## config.mk

```make
export PLATFORM = sky130hd
export DESIGN_NAME = source_line_classifier
export DESIGN_NICKNAME = d
export VERILOG_FILES = /design/src/rtl/slc_pkg.sv /design/src/rtl/slc_line_tracker.sv /design/src/rtl/slc_classifier.sv /design/src/rtl/source_line_classifier.sv
export VERILOG_INCLUDE_DIRS = /design/src /design/src/rtl
export SDC_FILE = /design/constraint.sdc
export NUM_CORES = 2
export LEC_CHECK = 0
export BUFFER_PORTS_ARGS = -buffer_cell sky130_fd_sc_hd__buf_4
export CORE_MARGIN = 1
export CORE_UTILIZATION = 43
export CTS_BUF_LIST = sky130_fd_sc_hd__clkbuf_8
export CTS_CLUSTER_DIAMETER = 60
export CTS_CLUSTER_SIZE = 40
export DETAILED_ROUTE_END_ITERATION = 8
export PLACE_DENSITY = 0.7
export SLEW_MARGIN = 20
export SYNTH_ARGS = -nofsm -noshare
export SYNTH_HDL_FRONTEND = slang
export SYNTH_SLANG_ARGS = --single-unit
```

## constraint.sdc

```tcl
create_clock -name clk_i -period 23 [get_ports clk_i]
set_input_delay 4.6 -clock clk_i [delete_from_list [all_inputs] [get_ports clk_i]]
set_output_delay 4.6 -clock clk_i [all_outputs]
set_load 0.03 [all_outputs]
```

## src/rtl/source_line_classifier_macros.svh

```systemverilog
// Assertion macros shared by the source line classifier RTL.
`ifndef SOURCE_LINE_CLASSIFIER_MACROS_SVH
`define SOURCE_LINE_CLASSIFIER_MACROS_SVH

// Same-cycle implication, disabled while in reset.
`define SLC_ASSERT_NOW(lbl, ante, cons, msg) \
  lbl: assert property (@(posedge clk_i) disable iff (!rst_ni) (ante) |-> (cons)) \
    else $error(msg);

// Next-cycle implication, disabled while in reset.
`define SLC_ASSERT_NEXT(lbl, ante, cons, msg) \
  lbl: assert property (@(posedge clk_i) disable iff (!rst_ni) (ante) |=> (cons)) \
    else $error(msg);

`endif

```

## src/rtl/slc_pkg.sv

```systemverilog
// Shared types, constants and marker compare functions for the line classifier.
`default_nettype none

package slc_pkg;

  localparam int MarkerBytes = 8;
  localparam int CountBits   = 32;
  localparam int OutBits     = 32;
  localparam int WinBits     = 64;
  localparam int TlenBits    = 5;
  localparam int PscBits     = 4;
  localparam int CfgIdxBits  = 3;

  typedef enum logic [CfgIdxBits-1:0] {
    CfgSingle       = 3'd0,
    CfgSingleAlt    = 3'd1,
    CfgBlockOpen    = 3'd2,
    CfgBlockClose   = 3'd3,
    CfgBlockOpenAlt = 3'd4,
    CfgBlockCloseAlt = 3'd5
  } cfg_reg_e;

  typedef enum logic [1:0] {
    ClassBlank   = 2'd0,
    ClassComment = 2'd1,
    ClassCode    = 2'd2
  } line_class_e;

  typedef struct packed {
    logic [WinBits-1:0] single_m;
    logic [WinBits-1:0] single_alt_m;
    logic [WinBits-1:0] open_m;
    logic [WinBits-1:0] close_m;
    logic [WinBits-1:0] open_alt_m;
    logic [WinBits-1:0] close_alt_m;
  } marker_set_t;

  // One completed line (or a bare end of file) handed to the classifier.
  typedef struct packed {
    logic                cls;
    logic                eof;
    logic [WinBits-1:0]  head;
    logic [WinBits-1:0]  tail;
    logic [TlenBits-1:0] tlen;
  } line_snap_t;

  // Leading nonzero bytes, counted from the top, capped at MarkerBytes.
  function automatic logic [3:0] marker_len(input logic [WinBits-1:0] m);
    logic [3:0] n;
    logic       run;
    n   = 4'd0;
    run = 1'b1;
    for (int i = 0; i < 8; i++) begin
      if (run && (i < MarkerBytes) && (m[63-8*i -: 8] != 8'h00)) begin
        n = n + 4'd1;
      end else begin
        run = 1'b0;
      end
    end
    return n;
  endfunction

  function automatic logic leads_with(input logic [WinBits-1:0] head,
                                      input logic [TlenBits-1:0] tlen,
                                      input logic [WinBits-1:0] m);
    logic [3:0] n;
    logic       hit;
    n   = marker_len(m);
    hit = 1'b1;
    for (int i = 0; i < 8; i++) begin
      if ((4'(i) < n) && (head[63-8*i -: 8] != m[63-8*i -: 8])) begin
        hit = 1'b0;
      end
    end
    return (n != 4'd0) && (TlenBits'(n) <= tlen) && hit;
  endfunction

  function automatic logic trails_with(input logic [WinBits-1:0] tail,
                                       input logic [TlenBits-1:0] tlen,
                                       input logic [WinBits-1:0] m);
    logic [3:0]         n;
    logic [6:0]         sh;
    logic [WinBits-1:0] ms;
    logic               hit;
    n   = marker_len(m);
    sh  = {(4'd8 - n), 3'b000};
    ms  = m >> sh;
    hit = 1'b1;
    for (int j = 0; j < 8; j++) begin
      if ((4'(j) < n) && (tail[8*j +: 8] != ms[8*j +: 8])) begin
        hit = 1'b0;
      end
    end
    return (n != 4'd0) && (TlenBits'(n) <= tlen) && hit;
  endfunction

  function automatic logic [OutBits-1:0] out_sat(input logic [65:0] v);
    return (v > 66'({OutBits{1'b1}})) ? {OutBits{1'b1}} : v[OutBits-1:0];
  endfunction

endpackage

`default_nettype wire

```

## src/rtl/slc_line_tracker.sv

```systemverilog
// Byte intake: whitespace trimming, head/tail windows and line snapshot register.
`default_nettype none

`include "source_line_classifier_macros.svh"

module slc_line_tracker (
  input  wire logic                clk_i,
  input  wire logic                rst_ni,
  input  wire logic                in_valid_i,
  output logic                     in_ready_o,
  input  wire logic [7:0]          text_byte_i,
  input  wire logic                has_byte_i,
  input  wire logic                end_of_file_i,
  output logic                     snap_valid_o,
  input  wire logic                snap_ready_i,
  output slc_pkg::line_snap_t      snap_o
);

  logic                              seen_q, seen_d;
  logic                              has_q, has_d;
  logic [slc_pkg::WinBits-1:0]       head_q, head_d;
  logic [slc_pkg::WinBits-1:0]       tail_q, tail_d;
  logic [slc_pkg::WinBits-1:0]       ps_q, ps_d;
  logic [slc_pkg::PscBits-1:0]       psc_q, psc_d;
  logic [slc_pkg::TlenBits-1:0]      tlen_q, tlen_d;

  logic                              snap_valid_q;
  slc_pkg::line_snap_t               snap_q, snap_d;

  logic                              take;
  logic                              is_nl;
  logic                              is_ws;
  logic                              gen;
  logic [5:0]                        fill;
  logic [5:0]                        tsum;
  logic [3:0]                        k;
  logic [6:0]                        sh;
  logic [slc_pkg::WinBits-1:0]       tmask;
  logic [slc_pkg::WinBits-1:0]       ttmp;

  assign in_ready_o = !snap_valid_q || snap_ready_i;
  assign take       = in_valid_i && in_ready_o;
  assign is_nl      = has_byte_i && (text_byte_i == 8'h0A);
  assign is_ws      = (text_byte_i == 8'h20) ||
                      ((text_byte_i >= 8'h09) && (text_byte_i <= 8'h0D));
  assign gen        = is_nl || end_of_file_i;

  assign fill  = 6'(tlen_q) + 6'(psc_q);
  assign tsum  = 6'(tlen_q) + 6'(psc_q) + 6'd1;
  assign k     = (psc_q >= 4'd8) ? 4'd8 : psc_q;
  assign sh    = {k, 3'b000};
  assign tmask = ~({slc_pkg::WinBits{1'b1}} << sh);
  assign ttmp  = (tail_q << sh) | (ps_q & tmask);

  // Line state after this byte, as if the line went on.
  always_comb begin
    seen_d = seen_q;
    has_d  = has_q;
    head_d = head_q;
    tail_d = tail_q;
    ps_d   = ps_q;
    psc_d  = psc_q;
    tlen_d = tlen_q;
    if (has_byte_i && !is_nl) begin
      has_d = 1'b1;
      if (!is_ws || seen_q) begin
        if (fill < 6'd8) begin
          head_d[63-8*fill[2:0] -: 8] = text_byte_i;
        end
      end
      if (is_ws) begin
        if (seen_q) begin
          ps_d  = {ps_q[55:0], text_byte_i};
          psc_d = (psc_q == 4'd15) ? psc_q : psc_q + 4'd1;
        end
      end else begin
        seen_d = 1'b1;
        tail_d = {ttmp[55:0], text_byte_i};
        tlen_d = (tsum > 6'd31) ? 5'd31 : tsum[4:0];
        ps_d   = '0;
        psc_d  = '0;
      end
    end
  end

  // A newline snapshots the line as it stood; end of file takes the updated line.
  always_comb begin
    snap_d.eof = end_of_file_i;
    if (is_nl) begin
      snap_d.cls  = 1'b1;
      snap_d.head = head_q;
      snap_d.tail = tail_q;
      snap_d.tlen = tlen_q;
    end else begin
      snap_d.cls  = has_d;
      snap_d.head = head_d;
      snap_d.tail = tail_d;
      snap_d.tlen = tlen_d;
    end
  end

  always_ff @(posedge clk_i or negedge rst_ni) begin
    if (!rst_ni) begin
      seen_q       <= 1'b0;
      has_q        <= 1'b0;
      head_q       <= '0;
      tail_q       <= '0;
      ps_q         <= '0;
      psc_q        <= '0;
      tlen_q       <= '0;
      snap_valid_q <= 1'b0;
    end else begin
      if (take) begin
        if (gen) begin
          seen_q <= 1'b0;
          has_q  <= 1'b0;
          head_q <= '0;
          tail_q <= '0;
          ps_q   <= '0;
          psc_q  <= '0;
          tlen_q <= '0;
        end else begin
          seen_q <= seen_d;
          has_q  <= has_d;
          head_q <= head_d;
          tail_q <= tail_d;
          ps_q   <= ps_d;
          psc_q  <= psc_d;
          tlen_q <= tlen_d;
        end
      end
      if (in_ready_o) begin
        snap_valid_q <= take && gen;
      end
    end
  end

  always_ff @(posedge clk_i) begin
    if (take && gen) begin
      snap_q <= snap_d;
    end
  end

  assign snap_valid_o = snap_valid_q;
  assign snap_o       = snap_q;

  `SLC_ASSERT_NOW(a_tail_needs_text, tlen_q == '0, tail_q == '0,
    "tail window holds bytes with no trimmed text")
  `SLC_ASSERT_NOW(a_lead_ws_dropped, !seen_q,
    (psc_q == '0) && (tlen_q == '0) && (head_q == '0),
    "line state grew before the first non-space byte")

endmodule

`default_nettype wire

```

## src/rtl/slc_classifier.sv

```systemverilog
// Line classing, block-comment tracking, running counts and the result register.
`default_nettype none

`include "source_line_classifier_macros.svh"

module slc_classifier (
  input  wire logic                          clk_i,
  input  wire logic                          rst_ni,
  input  wire slc_pkg::marker_set_t          markers_i,
  input  wire logic                          snap_valid_i,
  output logic                               snap_ready_o,
  input  wire slc_pkg::line_snap_t           snap_i,
  output logic                               out_valid_o,
  input  wire logic                          out_ready_i,
  output logic                               line_valid_o,
  output logic [1:0]                         line_class_o,
  output logic [slc_pkg::OutBits-1:0]        code_count_o,
  output logic [slc_pkg::OutBits-1:0]        comment_count_o,
  output logic [slc_pkg::OutBits-1:0]        blank_count_o,
  output logic [slc_pkg::OutBits-1:0]        total_count_o,
  output logic                               in_block_o,
  output logic                               file_done_o
);

  localparam logic [slc_pkg::CountBits-1:0] CntMax = {slc_pkg::CountBits{1'b1}};
  localparam logic [slc_pkg::CountBits-1:0] CntOne = {{(slc_pkg::CountBits-1){1'b0}}, 1'b1};

  logic                               in_block_q, in_block_d;
  logic [slc_pkg::CountBits-1:0]      code_q, code_d;
  logic [slc_pkg::CountBits-1:0]      comment_q, comment_d;
  logic [slc_pkg::CountBits-1:0]      blank_q, blank_d;
  slc_pkg::line_class_e               cls_d;

  logic                               out_valid_q;
  logic                               line_valid_q;
  slc_pkg::line_class_e               line_class_q;
  logic [slc_pkg::OutBits-1:0]        code_out_q, comment_out_q, blank_out_q, total_out_q;
  logic                               in_block_out_q;
  logic                               file_done_q;

  logic                               fire;
  logic                               sw_single, sw_open, sw_open_alt;
  logic                               ew_close, ew_close_alt;
  logic                               whole_block;
  logic [slc_pkg::CountBits+1:0]      sum;
  logic [slc_pkg::CountBits-1:0]      total_sat;

  assign snap_ready_o = !out_valid_q || out_ready_i;
  assign fire         = snap_valid_i && snap_ready_o;

  assign sw_single   = slc_pkg::leads_with(snap_i.head, snap_i.tlen, markers_i.single_m) ||
                       slc_pkg::leads_with(snap_i.head, snap_i.tlen, markers_i.single_alt_m);
  assign sw_open     = slc_pkg::leads_with(snap_i.head, snap_i.tlen, markers_i.open_m);
  assign sw_open_alt = slc_pkg::leads_with(snap_i.head, snap_i.tlen, markers_i.open_alt_m);
  assign ew_close    = slc_pkg::trails_with(snap_i.tail, snap_i.tlen, markers_i.close_m);
  assign ew_close_alt = slc_pkg::trails_with(snap_i.tail, snap_i.tlen, markers_i.close_alt_m);
  assign whole_block = (sw_open && ew_close) || (sw_open_alt && ew_close_alt);

  always_comb begin
    in_block_d = in_block_q;
    code_d     = code_q;
    comment_d  = comment_q;
    blank_d    = blank_q;
    cls_d      = slc_pkg::ClassBlank;
    if (snap_i.cls) begin
      if (snap_i.tlen == '0) begin
        blank_d = (blank_q == CntMax) ? blank_q : blank_q + CntOne;
      end else begin
        cls_d = slc_pkg::ClassComment;
        if (sw_single || whole_block) begin
          cls_d = slc_pkg::ClassComment;
        end else if (in_block_q) begin
          if (ew_close || ew_close_alt) begin
            in_block_d = 1'b0;
          end
        end else if (sw_open || sw_open_alt) begin
          in_block_d = 1'b1;
        end else begin
          cls_d = slc_pkg::ClassCode;
        end
        if (cls_d == slc_pkg::ClassCode) begin
          // A saturated comment count loses one on a code line.
          comment_d = (comment_q == CntMax) ? CntMax - CntOne : comment_q;
          code_d    = (code_q == CntMax) ? code_q : code_q + CntOne;
        end else begin
          comment_d = (comment_q == CntMax) ? comment_q : comment_q + CntOne;
        end
      end
    end
  end

  assign sum = (slc_pkg::CountBits+2)'(code_d) + (slc_pkg::CountBits+2)'(comment_d) +
               (slc_pkg::CountBits+2)'(blank_d);
  assign total_sat = (sum > (slc_pkg::CountBits+2)'(CntMax)) ? CntMax
                                                             : sum[slc_pkg::CountBits-1:0];

  always_ff @(posedge clk_i or negedge rst_ni) begin
    if (!rst_ni) begin
      in_block_q  <= 1'b0;
      code_q      <= '0;
      comment_q   <= '0;
      blank_q     <= '0;
      out_valid_q <= 1'b0;
    end else begin
      if (fire) begin
        if (snap_i.eof) begin
          in_block_q <= 1'b0;
          code_q     <= '0;
          comment_q  <= '0;
          blank_q    <= '0;
        end else begin
          in_block_q <= in_block_d;
          code_q     <= code_d;
          comment_q  <= comment_d;
          blank_q    <= blank_d;
        end
      end
      if (snap_ready_o) begin
        out_valid_q <= fire;
      end
    end
  end

  always_ff @(posedge clk_i) begin
    if (fire) begin
      line_valid_q   <= snap_i.cls;
      line_class_q   <= cls_d;
      code_out_q     <= slc_pkg::out_sat(66'(code_d));
      comment_out_q  <= slc_pkg::out_sat(66'(comment_d));
      blank_out_q    <= slc_pkg::out_sat(66'(blank_d));
      total_out_q    <= slc_pkg::out_sat(66'(total_sat));
      in_block_out_q <= in_block_d;
      file_done_q    <= snap_i.eof;
    end
  end

  assign out_valid_o     = out_valid_q;
  assign line_valid_o    = line_valid_q;
  assign line_class_o    = line_class_q;
  assign code_count_o    = code_out_q;
  assign comment_count_o = comment_out_q;
  assign blank_count_o   = blank_out_q;
  assign total_count_o   = total_out_q;
  assign in_block_o      = in_block_out_q;
  assign file_done_o     = file_done_q;

  `SLC_ASSERT_NEXT(a_eof_clears, fire && snap_i.eof,
    (code_q == '0) && (comment_q == '0) && (blank_q == '0) && !in_block_q,
    "counts or block state survived end of file")
  `SLC_ASSERT_NOW(a_bare_eof, out_valid_q && !line_valid_q,
    file_done_q && (line_class_q == slc_pkg::ClassBlank),
    "result without a line that is not an end of file")

endmodule

`default_nettype wire

```

## src/rtl/source_line_classifier.sv

```systemverilog
// Top level of the source line classifier: marker registers and the two pipeline stages.
//
// Text enters on the in_ channel, one item per ready cycle: text_byte_i, with has_byte_i
// marking it as part of the file and end_of_file_i closing the file after it.
// Byte 0x0A ends a line; each finished line is classed blank, comment or code and
// comes out on the out_ channel with the running counts and the block-comment flag.
// An end of file always gives a result with file_done_o set, after which the counts
// and the block state clear. Items that end no line give no result.
// Markers are written on the cfg_ channel (index selects the register, ready is
// always high) and are expected to change only while the block is idle.
// Throughput is one item per cycle while out_ready_i is high. An accepted item is
// registered as a line snapshot, and the snapshot is then classed into the result
// register, from which the result is shown.
// If the receiver stalls, the result register holds, one more line snapshot can
// wait behind it, and the input is held off only while that snapshot is waiting.
// Reset clears all markers, counts, line state and both valid flags.
`default_nettype none

module source_line_classifier (
  input  wire logic                               clk_i,
  input  wire logic                               rst_ni,
  input  wire logic                               cfg_valid_i,
  output logic                                    cfg_ready_o,
  input  wire logic [slc_pkg::CfgIdxBits-1:0]     cfg_index_i,
  input  wire logic [slc_pkg::WinBits-1:0]        cfg_data_i,
  input  wire logic                               in_valid_i,
  output logic                                    in_ready_o,
  input  wire logic [7:0]                         text_byte_i,
  input  wire logic                               has_byte_i,
  input  wire logic                               end_of_file_i,
  output logic                                    out_valid_o,
  input  wire logic                               out_ready_i,
  output logic                                    line_valid_o,
  output logic [1:0]                              line_class_o,
  output logic [slc_pkg::OutBits-1:0]             code_count_o,
  output logic [slc_pkg::OutBits-1:0]             comment_count_o,
  output logic [slc_pkg::OutBits-1:0]             blank_count_o,
  output logic [slc_pkg::OutBits-1:0]             total_count_o,
  output logic                                    in_block_o,
  output logic                                    file_done_o
);

  slc_pkg::marker_set_t markers_q;
  logic                 snap_valid;
  logic                 snap_ready;
  slc_pkg::line_snap_t  snap;

  assign cfg_ready_o = 1'b1;

  always_ff @(posedge clk_i or negedge rst_ni) begin
    if (!rst_ni) begin
      markers_q <= '0;
    end else if (cfg_valid_i && cfg_ready_o) begin
      unique case (cfg_index_i)
        slc_pkg::CfgSingle:        markers_q.single_m     <= cfg_data_i;
        slc_pkg::CfgSingleAlt:     markers_q.single_alt_m <= cfg_data_i;
        slc_pkg::CfgBlockOpen:     markers_q.open_m       <= cfg_data_i;
        slc_pkg::CfgBlockClose:    markers_q.close_m      <= cfg_data_i;
        slc_pkg::CfgBlockOpenAlt:  markers_q.open_alt_m   <= cfg_data_i;
        slc_pkg::CfgBlockCloseAlt: markers_q.close_alt_m  <= cfg_data_i;
        default: ;
      endcase
    end
  end

  slc_line_tracker u_tracker (
    .clk_i         (clk_i),
    .rst_ni        (rst_ni),
    .in_valid_i    (in_valid_i),
    .in_ready_o    (in_ready_o),
    .text_byte_i   (text_byte_i),
    .has_byte_i    (has_byte_i),
    .end_of_file_i (end_of_file_i),
    .snap_valid_o  (snap_valid),
    .snap_ready_i  (snap_ready),
    .snap_o        (snap)
  );

  slc_classifier u_classifier (
    .clk_i           (clk_i),
    .rst_ni          (rst_ni),
    .markers_i       (markers_q),
    .snap_valid_i    (snap_valid),
    .snap_ready_o    (snap_ready),
    .snap_i          (snap),
    .out_valid_o     (out_valid_o),
    .out_ready_i     (out_ready_i),
    .line_valid_o    (line_valid_o),
    .line_class_o    (line_class_o),
    .code_count_o    (code_count_o),
    .comment_count_o (comment_count_o),
    .blank_count_o   (blank_count_o),
    .total_count_o   (total_count_o),
    .in_block_o      (in_block_o),
    .file_done_o     (file_done_o)
  );

endmodule

`default_nettype wire

```

==> impl_results.md <==
- Status: finished clean
- Clock Root Buffer: clkbuf_8
- Cts bufs inserted: 82
- Worst Path Max Fanout: 32
- Mapped Cells: 5331
- Async S/R FF share, synth: 71.7%
- Worst-path clk slew: 170 ps
- Post-DP HPWL: 137000 um
- Fmax: 0.0662 GHz
- FF+latch count, synth: 946
- Critical R2R Launch: markers_q[253]
- Wire per inst: 26.0 um
- Max-cap viol count: 0
- Slew @ Worst Pin: 1300 ps
- Post-Syn Nets: 5553
- Worst r2r path cells: 55
- Cells on Worst Hold Path: 1
- DIE AREA: 130000 um2
- Hold buffer count at CTS: 0
- DR iter-0 viols: 5595
- Worst Path Buf+Inv: 1
- RR Endpoint: u_classifier.total_count_o[25]
- Crit Path Category: flop to flop
- Max-slew violation count: 0
- Longest Clk Path Bufs: 3
- Gr ovfl total: 0
- Post-DRT Antenna Nets: 0
- Register-to-register setup slack: 7900 ps
- Worst hold path type: flop to flop
- Clock Skew: 129 ps
- Synth warn: 0
- Fin area: 60800 um2
- Post-synth EDFFs: 268
- CTS tree: built
- Largest net degree at the start of global routing: 97
- Tmin final: 15100 ps
- CTS-repair resized insts: 0
- Vias in the first global route: 42015
- Final hold viol count: 0
- Hold Path Sink: u_classifier.code_q[22]
- Clock Sink Count: 946
- Die Ht: 361 um
- Clk Latency, worst-skew pair: 910 ps
- Global-route wire length before repair: 276000 um
- Syn avg cell area: 10.4 um2
- Drt first pass iters: 6
- Setup TNS Final: 0 ps
- H-tree depth: 3
- Io pins: 218
- HP Start: u_classifier.code_q[22]
- # setup viols final: 0
- Post-CTS Setup Bufs: 0
- Post-route clock period utilization: 65.7%
- Share of post-route cells with drive strength above 1: 17.0%
- Initial antenna violation count: 11
- Layout fillers: 11610
- Floorplan Core Area: 128000 um2
- Mapped cell area: 55300 um2
- Via count: 44950
- Startpoint Class: flop
- Initial Util: 43.4%
- Die W: 361 um
- Crit path DAT: 15650 ps
- Synthesis-to-layout area growth: 9.88%
- PwrDens: 119 nW/um2
- DRC viols: 0
- Critical-path top delay cell: a31oi_4
- Area post-placement: 58600 um2
- IO buf count: 216
- Pleak: 25.5 nW
- Synth cell types: 112
- Worst slew margin: 12.3%
- Register area share after synthesis: 45.2%
- GRT Util Overall: 28.0%
- RSZ-0062 raised after global routing: no
- # nets final: 5659
- Main flop type after synthesis: dfrtp_1
- Setup crit end kind: flop
- Max rail drop VDD: 0.262 mV
- Worst Path Required: 23550 ps
- Placer Congestion: 0.999
- Final wirelength: 187000 um
- Top cell by count, worst path: ha_1
- CP peak stage delay: 730 ps
- Cell Rows: 131
- Top delay family on crit path: compound AO/OA/AOI/OAI gates
- Fin util: 47.7%
- Routed vias/inst: 6.26
[synth_stat cells (all sizes together), types with 25 or more instances]
| library cell | instances | area, um2 |
|---|---|---|
| mux2i | 161 | 1610 |
| edfxtp | 268 | 8050 |
| nor2 | 233 | 877 |
| a21oi | 236 | 1190 |
| o21a | 37 | 285 |
| nand4 | 66 | 413 |
| nand3 | 116 | 581 |
| a22o | 241 | 2110 |
| o22ai | 25 | 156 |
| o31ai | 25 | 193 |
| or2 | 26 | 163 |
| and2 | 40 | 250 |
| ha | 137 | 1710 |
| a21o | 32 | 240 |
| nor2b | 26 | 163 |
| a22oi | 30 | 225 |
| or4 | 35 | 270 |
| nor4 | 118 | 751 |
| nand2b | 30 | 188 |
| buf | 38 | 188 |
| clkbuf | 217 | 815 |
| and3 | 59 | 369 |
| mux2 | 402 | 4530 |
| dfrtp | 678 | 17000 |
| o21ai | 337 | 1690 |
| nand2 | 655 | 2460 |
| a31oi | 64 | 430 |
| xor2 | 226 | 1980 |
| xnor2 | 228 | 2000 |
| inv | 100 | 375 |
| nor3 | 71 | 367 |
[worst reg2reg max path: cells and delay by family, from the launching register on]
family                     cells  cell delay, ps
buffers and inverters          1              70
and+or+nand+nor               17            4360
DFF                            1             430
adders and majority gates      8            2520
muxes                          3             860
AOI/OAI and AO/OA             25            6350
xor gates and xnor gates       1             150
[registers in the layout, summed over array words and instances (netlist names), 2 cells and up]
| name | cells |
|---|---|
| u_tracker.psc_q | 4 |
| u_classifier.total_count_o | 32 |
| markers_q | 384 |
| u_tracker.tlen_q | 5 |
| u_tracker.head_q | 64 |
| u_tracker.snap_o | 135 |
| u_classifier.blank_count_o | 32 |
| u_tracker.tail_q | 64 |
| u_classifier.blank_q | 32 |
| u_classifier.code_count_o | 32 |
| u_classifier.line_class_o | 2 |
| u_classifier.code_q | 32 |
| u_classifier.comment_count_o | 32 |
| u_tracker.ps_q | 56 |
| u_classifier.comment_q | 32 |
[placed cells by master, fill, tap and decap left out, drive strengths merged, types with 84 or more instances in the layout]
master  count
a21oi     236
a22o      241
buf       277
clkbuf     84
dfrtp     678
edfxtp    268
ha        137
inv       143
mux2      402
mux2i     161
nand2     655
nand3     116
nor2      233
nor4      118
o21ai     337
xnor2     228
xor2      226
[worst max-delay path by stage]
stage,from,to,slack (ps),depth (start not counted)
2_1_floorplan,markers_q[253],u_classifier.total_count_o[25],10740,59
3_5_place_dp,markers_q[253],u_classifier.total_count_o[25],8320,55
6_report,markers_q[253],u_classifier.total_count_o[25],7900,55
4_1_cts,markers_q[253],u_classifier.total_count_o[25],8100,55
3_3_place_gp,markers_q[253],u_classifier.total_count_o[25],8580,55
5_1_grt,markers_q[113],u_classifier.total_count_o[25],6970,58
[layer usage]
layer  track usage (%)  routed length, um  vias to the layer above
met1              39.4              79400                    22337
met2              42.3              81600                     2194
met3              6.06              18000                      353
met5                 0                126                        -
met4              10.3               7530                        6
li1                  -                  -                    20060
[where the power goes]
group	total (mW)	switching, mW	internal [mW]
sequential	2.17	0.252	1.92
clock	1.21	0.745	0.463
combinational	3.88	2.45	1.43
[cell families (layout without fill, tap and decap cells)]
family                   Yosys count  after routing  synth area share [%]
AO/OA/AOI/OAI                   1259           1259                  15.6
flip-flops                       946            946                  45.2
XOR/XNOR                         459            459                  7.39
adder cells (fa/ha/maj)          140            140                  3.21
multiplexers                     587            587                  12.1
AND/OR/NAND/NOR                 1582           1582                  14.0
buffers and inverters            357            533                  2.50
other                              1              8               0.00678
[stage by stage]
stage,instances,hold slack [ps],total power [mW],worst slack (ps)
after global routing,7172,523,7.61,6970
after CTS,7169,497,7.17,8100
after floorplan,5331,450,4.89,10740
final,7176,502,7.26,7900
after global placement,7015,472,5.91,8580
after detailed placement,7015,481,5.96,8320
[final cells by class]
class	count	area, um2	area share [%]
antenna	7	17.5	0.0288
clock buffer	84	1160	1.90
clock inverter	70	972	1.60
inverter	102	388	0.638
multi-input combinational	4028	29100	47.8
sequential	946	25000	41.2
tap	1662	2080	3.42
timing repair buffer	277	2090	3.45
No activity file was read; power rests on OpenSTA's default activity.
